`src/rtl/core/box_mean_blur_defines.svh`:
```
// Assertion macros for the box mean blur block
`ifndef BOX_MEAN_BLUR_DEFINES_SVH
`define BOX_MEAN_BLUR_DEFINES_SVH
// implication checked on every rising clock edge outside reset
`define BMB_ASSERT_IMP(label, clk, rst_n, ante, cons) \
    label: assert property (@(posedge clk) disable iff (!rst_n) (ante) |-> (cons)) \
        else $error("assertion failed");
// next-cycle implication
`define BMB_ASSERT_NEXT(label, clk, rst_n, ante, cons) \
    label: assert property (@(posedge clk) disable iff (!rst_n) (ante) |=> (cons)) \
        else $error("assertion failed");
`endif

```
`src/rtl/core/bmb_divider.sv`:
```
// Restoring divider: quotient of a sum by a count, one bit per cycle
module bmb_divider #(
    parameter int unsigned NW = 18,
    parameter int unsigned DW = 10
) (
    input  logic          clk,
    input  logic          rst_n,
    input  logic          start,
    input  logic [NW-1:0] numer,
    input  logic [DW-1:0] denom,
    output logic          done,
    output logic [NW-1:0] quot
);
    localparam int unsigned CW = $clog2(NW + 1);

    logic [NW-1:0] q_reg, q_next;
    logic [DW:0]   rem_reg, rem_next;
    logic [DW-1:0] den_reg, den_next;
    logic [CW-1:0] cnt_reg, cnt_next;
    logic          busy_reg, busy_next, done_reg, done_next;
    logic [DW:0]   trial;

    // one shift-subtract step per cycle
    always_comb
    begin
        q_next    = q_reg;
        rem_next  = rem_reg;
        den_next  = den_reg;
        cnt_next  = cnt_reg;
        busy_next = busy_reg;
        done_next = 1'b0;
        trial     = '0;
        if (start)
        begin
            q_next    = numer;
            rem_next  = '0;
            den_next  = denom;
            cnt_next  = CW'(NW);
            busy_next = 1'b1;
        end
        else if (busy_reg)
        begin
            trial = {rem_reg[DW-1:0], q_reg[NW-1]};
            if (trial >= {1'b0, den_reg})
            begin
                rem_next = trial - {1'b0, den_reg};
                q_next   = {q_reg[NW-2:0], 1'b1};
            end
            else
            begin
                rem_next = trial;
                q_next   = {q_reg[NW-2:0], 1'b0};
            end
            cnt_next = cnt_reg - 1'b1;
            if (cnt_reg == CW'(1))
            begin
                busy_next = 1'b0;
                done_next = 1'b1;
            end
        end
    end

    always_ff @(posedge clk or negedge rst_n)
    begin
        if (!rst_n)
        begin
            busy_reg <= 1'b0;
            done_reg <= 1'b0;
            cnt_reg  <= '0;
        end
        else
        begin
            busy_reg <= busy_next;
            done_reg <= done_next;
            cnt_reg  <= cnt_next;
        end
    end

    always_ff @(posedge clk)
    begin
        q_reg   <= q_next;
        rem_reg <= rem_next;
        den_reg <= den_next;
    end

    assign done = done_reg;
    assign quot = q_reg;
endmodule

```
`config.mk`:
```
export PLATFORM = sky130hd
export DESIGN_NAME = bmb_divider
export DESIGN_NICKNAME = d
export VERILOG_FILES = /design/src/rtl/core/box_mean_blur_defines.svh /design/src/rtl/core/bmb_divider.sv
export SDC_FILE = /design/constraint.sdc
export NUM_CORES = 1
export LEC_CHECK = 0
export BUFFER_PORTS_ARGS = -buffer_cell sky130_fd_sc_hd__buf_2
export CORE_ASPECT_RATIO = 1.2
export CORE_UTILIZATION = 44
export CTS_CLUSTER_SIZE = 40
export DETAILED_ROUTE_END_ITERATION = 10
export PLACE_DENSITY = 0.67
export SLEW_MARGIN = 20
export SYNTH_ARGS = -nofsm -noshare
export SYNTH_HDL_FRONTEND = slang
export SYNTH_SLANG_ARGS = --single-unit
```
`constraint.sdc`:
```
create_clock -name clk -period 6.5 [get_ports clk]
set_clock_uncertainty 0.15 [all_clocks]
set_input_delay 0 -clock clk [delete_from_list [all_inputs] [get_ports clk]]
set_output_delay 0 -clock clk [all_outputs]
set_load 0.05 [all_outputs]
```
# Yosys cells after proc, flatten, opt, wreduce, memory -nomap -nowiden
# Index checks and enable logic that the tools add are counted.
[totals]
ff_bits = 45
latch_bits = 0
ramBits = 0
romBits = 0
inputBits = 31
word_cells = 23
mem_count = 0
[op_classes]
add_sub_neg = 2
multipliers = 0
n_div = 0
n_lt_le_gt_ge = 1
n_eq_ne = 1
shifts = 0
mux = 12
n_bitwise = 0
reduce_logical = 1
[ops]
columns = ["operator", "count"]
rows = [
  ["$mux W18", 2],
  ["$ge A11 B10 Y1", 1],
  ["$mux W10", 1],
  ["$mux W5", 2],
  ["$sub A10 B10 Y10", 1],
  ["$mux W1", 7],
  ["$eq A5 B1 Y1 const B", 1],
  ["$sub A5 B1 Y5 const B", 1],
  ["$reduce_bool A2 Y1", 1],
]

# Longest topological paths before layout
[depth]
ltp_word = 4
mapped_depth = 10

# Worst setup path before layout
# No wires, ideal clock.
[synth_timing]
kind = "register -> register"
from = "reg q_reg[17], in the netlist quot[17]"
to = "reg rem_reg[8]"
setup_ns = 0.088
arrival_ns = 2.657
path_slack_ns = 3.604
stages_incl_launch_ff = 11
n_path_buf = 0
period_less_slack_ns = 2.896
cell_sequence = "edfxtp_1 inv_1 ha_1 inv_1 fa_1 a211oi_2 nor3_1 o31a_1 o21ai_0 or3b_1 a311oi_2"
[synth_between]
elab_chain_cells = 2
elab_cells_between_ends = 3
cone_classes = "1 x add/sub; 1 x order compare; 1 x mux"
[synth_rtl]
columns = ["item", "line_no", "text"]
rows = [
  ["start, declared", "bmb_divider.sv:16", "logic [NW-1:0] q_reg, q_next;"],
  ["start signal, assigned", "bmb_divider.sv:81", "q_reg <= q_next;"],
  ["$sub A10 B10 Y10 / $ge A11 B10 Y1 (equally long branches)", "bmb_divider.sv:46, bmb_divider.sv:44", ""],
  ["$mux W10 (*)", "bmb_divider.sv:44", "if (trial >= {1'b0, den_reg})"],
  ["end signal, assigned", "bmb_divider.sv:82", "rem_reg <= rem_next;"],
  ["end, declared", "bmb_divider.sv:17", "logic [DW:0] rem_reg, rem_next;"],
]
# Every way passes the cells marked *; elsewhere a longest branch is shown, timed or not.
# A chain may end at the register's enable or synchronous reset.

# Worst setup path after layout
# Same ends and word-level chain as after synthesis.

==> flow_metrics.tcl <==
set metrics [dict create \
    grt_max_degree 47 \
    slew_headroom_pct 27.7 \
    gr-usage-all-layers_pct 18.1 \
    slew_viol_final 0 \
    ys_ff_latch 45 \
    areaGrowthSynthToFinish_pct 29.6 \
    worstSetupEndpointType "flop" \
    start_util_pct 46.5 \
    vias_per_cell 5.13 \
    path_buf_inv 2 \
    grt_pass1_vias 1790 \
    fin_nets 318 \
    synth_area_um2 2350 \
    io_buffers 49 \
    cts_sinks 45 \
    crit_type "flop to flop" \
    antenna_found_initial 0 \
    hpwl_mm 2.91 \
    die_x_um 68.7 \
    fmax_ghz 0.355 \
    synthArstFlopShare_pct 15.6 \
    fin_crit_sh_pct 43.3 \
    h-tree-depth 2 \
    yosys_warnings 0 \
    clock_latency_ns 0.31 \
    tightestPinTransition_ns 1.08 \
    synth_edf_count 28 \
    dieArea_um2 5630 \
    min_period_ns 2.82 \
    dp_cells 297 \
    core_area_um2 5040 \
    crit_fanout 3 \
    drcViolationCount 0 \
    finalNonFillerCells 335 \
    n_fill_cell 440 \
    critical-path-top-delay-family "compound AO/OA/AOI/OAI gates" \
    cts_tree "yes" \
    finalWorstSetupSlack_ns 3.68 \
    tritoncts.num_buffers 5 \
    comb_power_share_pct 42.1 \
    rsz0062_at_grt "false" \
    slowest_stage "edfxtp_1" \
    start_kind "flop" \
    dp_slack_ns 3.68 \
    grt_overflow 0 \
    synth_flop_cell "edfxtp_1" \
    grt_pass1_wl_mm 7.38 \
    hp-class "primary input to flop" \
    worst_path_most_repeated_cell "inv_1" \
    syn_area_per_cell_um2 12.0 \
    diodes 0 \
    cp_data_required_time_ns 6.57 \
    clock-root-buffer "clkbuf_8" \
    die_h_um 82.0 \
    p_seq_share_pct 39.6 \
    fin_tns_setup_ns 0 \
    synth_fp_nets 239 \
    clock_path_buffers 2 \
    drive_gt1_share_pct 29.8 \
    final_cell_mix "buf_2 (49), dlygate4sd3_1 (30), edfxtp_1 (28)" \
    swShare_pct 37.9 \
    intPower_uw 634 \
    rows 28 \
    finalPower_uw 1020 \
    final_core_util_pct 60.3 \
    first_pass_iters 4 \
    cp_data_arrival_time_ns 2.89 \
    syn_inst 195 \
    slowest_delay_ns 0.44 \
    gp_congestion 0.771 \
    vias 1719 \
    final-hold-violation-count 0 \
    synth.distinct_cells 49 \
    cap_violations 0 \
    setup_violations 0 \
    wl_per_cell_um 13.2 \
    p_sw_uw 387 \
    wl_mm 4.42 \
    ios 50 \
    ys_seq_area_share_pct 51.8 \
    path_cells "inv_1, ha_1, inv_1, fa_1, a211oi_2, nor3_1, o31a_1, o21ai_0, or3b_1, a311oi_2" \
    cts_resized 0 \
    initialDrtViolationCount 117 \
    vdd_drop_max_uv 221 \
    leakage_uw 0.00136 \
    powerDensity_nw_per_um2 336 \
    status "completed" \
    cts.clk_slew.worst_paths_ns 0.09 \
    layout_commonest_cell "buf_2" \
    largest_reg_flops 18 \
    ant_nets 0 \
    p_clk_share_pct 18.3 \
]
[final cells by class]
class / instances / area, µm² / share of cell area [%]
flip-flops and latches: 45 / 1220 / 40.0
multi-input cells: 127 / 1040 / 34.2
repair buffers: 80 / 553 / 18.2
clock buffers: 6 / 82.6 / 2.71
well taps: 60 / 75.1 / 2.47
inverters: 15 / 56.3 / 1.85
clock inverters: 2 / 17.5 / 0.576
[stage by stage]
stage	cell area, µm²	hold slack (ns)
3_3_place_gp	2640	-0.308
6_report	3040	0.114
4_1_cts	3040	0.119
5_1_grt	3040	0.154
2_1_floorplan	2350	-0.446
3_5_place_dp	2640	-0.301
[final timing paths]
kind / from / to / slack [ns] / depth (start not counted)
worst min register to register: rem_reg[6] / rem_reg[6] / 0.37 / 2
worst max register to register: quot[17] / rem_reg[8] / 3.68 / 10
worst min-delay path: start / cnt_reg[3] / 0.11 / 3
worst max-delay path: quot[17] / rem_reg[8] / 3.68 / 10
min in group asynchronous: rst_n / cnt_reg[1] / 0.49 / 3
max in group asynchronous: rst_n / busy_reg / 5.45 / 3
[cells in the mapped netlist, types with 2 or more instances]
library cell / count / share of area (%)
dfxtp_1: 10 / 8.5
clkbuf_1: 4 / 0.64
nor3b_1: 2 / 0.64
nand3_1: 2 / 0.43
nor2_1: 15 / 2.4
o21ai_0: 5 / 1.1
nand2_1: 9 / 1.4
dfrtp_1: 7 / 7.5
edfxtp_1: 28 / 36
mux2i_1: 5 / 2.1
ha_1: 12 / 6.4
nand2b_1: 3 / 0.80
xor2_1: 5 / 1.9
nor2b_1: 4 / 1.1
a21o_1: 6 / 1.9
xnor2_1: 5 / 1.9
buf_1: 3 / 0.48
inv_1: 15 / 2.4
a211oi_1: 5 / 1.6
mux2_2: 17 / 8.2
nor3_1: 3 / 0.64
nor4_1: 2 / 0.53
a31oi_1: 2 / 0.53
[metal layers]
metal / up-vias / wire [µm] / global-route usage (%)
met5: - / 0 / 0
met4: 0 / 73 / 7.29
met3: 7 / 130 / 4.44
met2: 32 / 2250 / 33.2
met1: 815 / 1970 / 19.3
li1: 865 / - / -
[worst register-to-register path, stage by stage, from the launching register on]
cell      delay (ns)
edfxtp_1        0.44
inv_1           0.08
ha_1            0.16
inv_1           0.05
fa_1            0.42
a211oi_2        0.32
nor3_1          0.08
o31a_1          0.30
o21ai_0         0.13
or3b_1          0.37
a311oi_2        0.23
[timing repair]
| action | 4_1_cts | 5_1_grt |
|---|---|---|
| hold buffers | 30 | 0 |
| hold endpoints to repair | 35 | 0 |
| buffers inserted | 0 | 0 |
[power by group through the flow]
stage	Combinational [µW]	Sequential [µW]	Clock [µW]
2_1_floorplan	284	462	0
3_3_place_gp	409	409	0
3_5_place_dp	415	410	0
4_1_cts	432	404	195
5_1_grt	474	411	204
6_report	429	404	187
[logic make-up (layout without fill, tap and decap cells)]
family / after synthesis / in the layout / synth area share (%)
buffers and inverters: 23 / 103 / 3.84
flip-flops: 45 / 45 / 51.8
AND/OR/NAND/NOR: 49 / 49 / 11.1
adder cells (fa/ha/maj): 13 / 13 / 7.25
AO/OA/AOI/OAI: 33 / 33 / 12.0
multiplexers: 22 / 22 / 10.3
XOR/XNOR: 10 / 10 / 3.73
(Power assumes the default switching activity.)
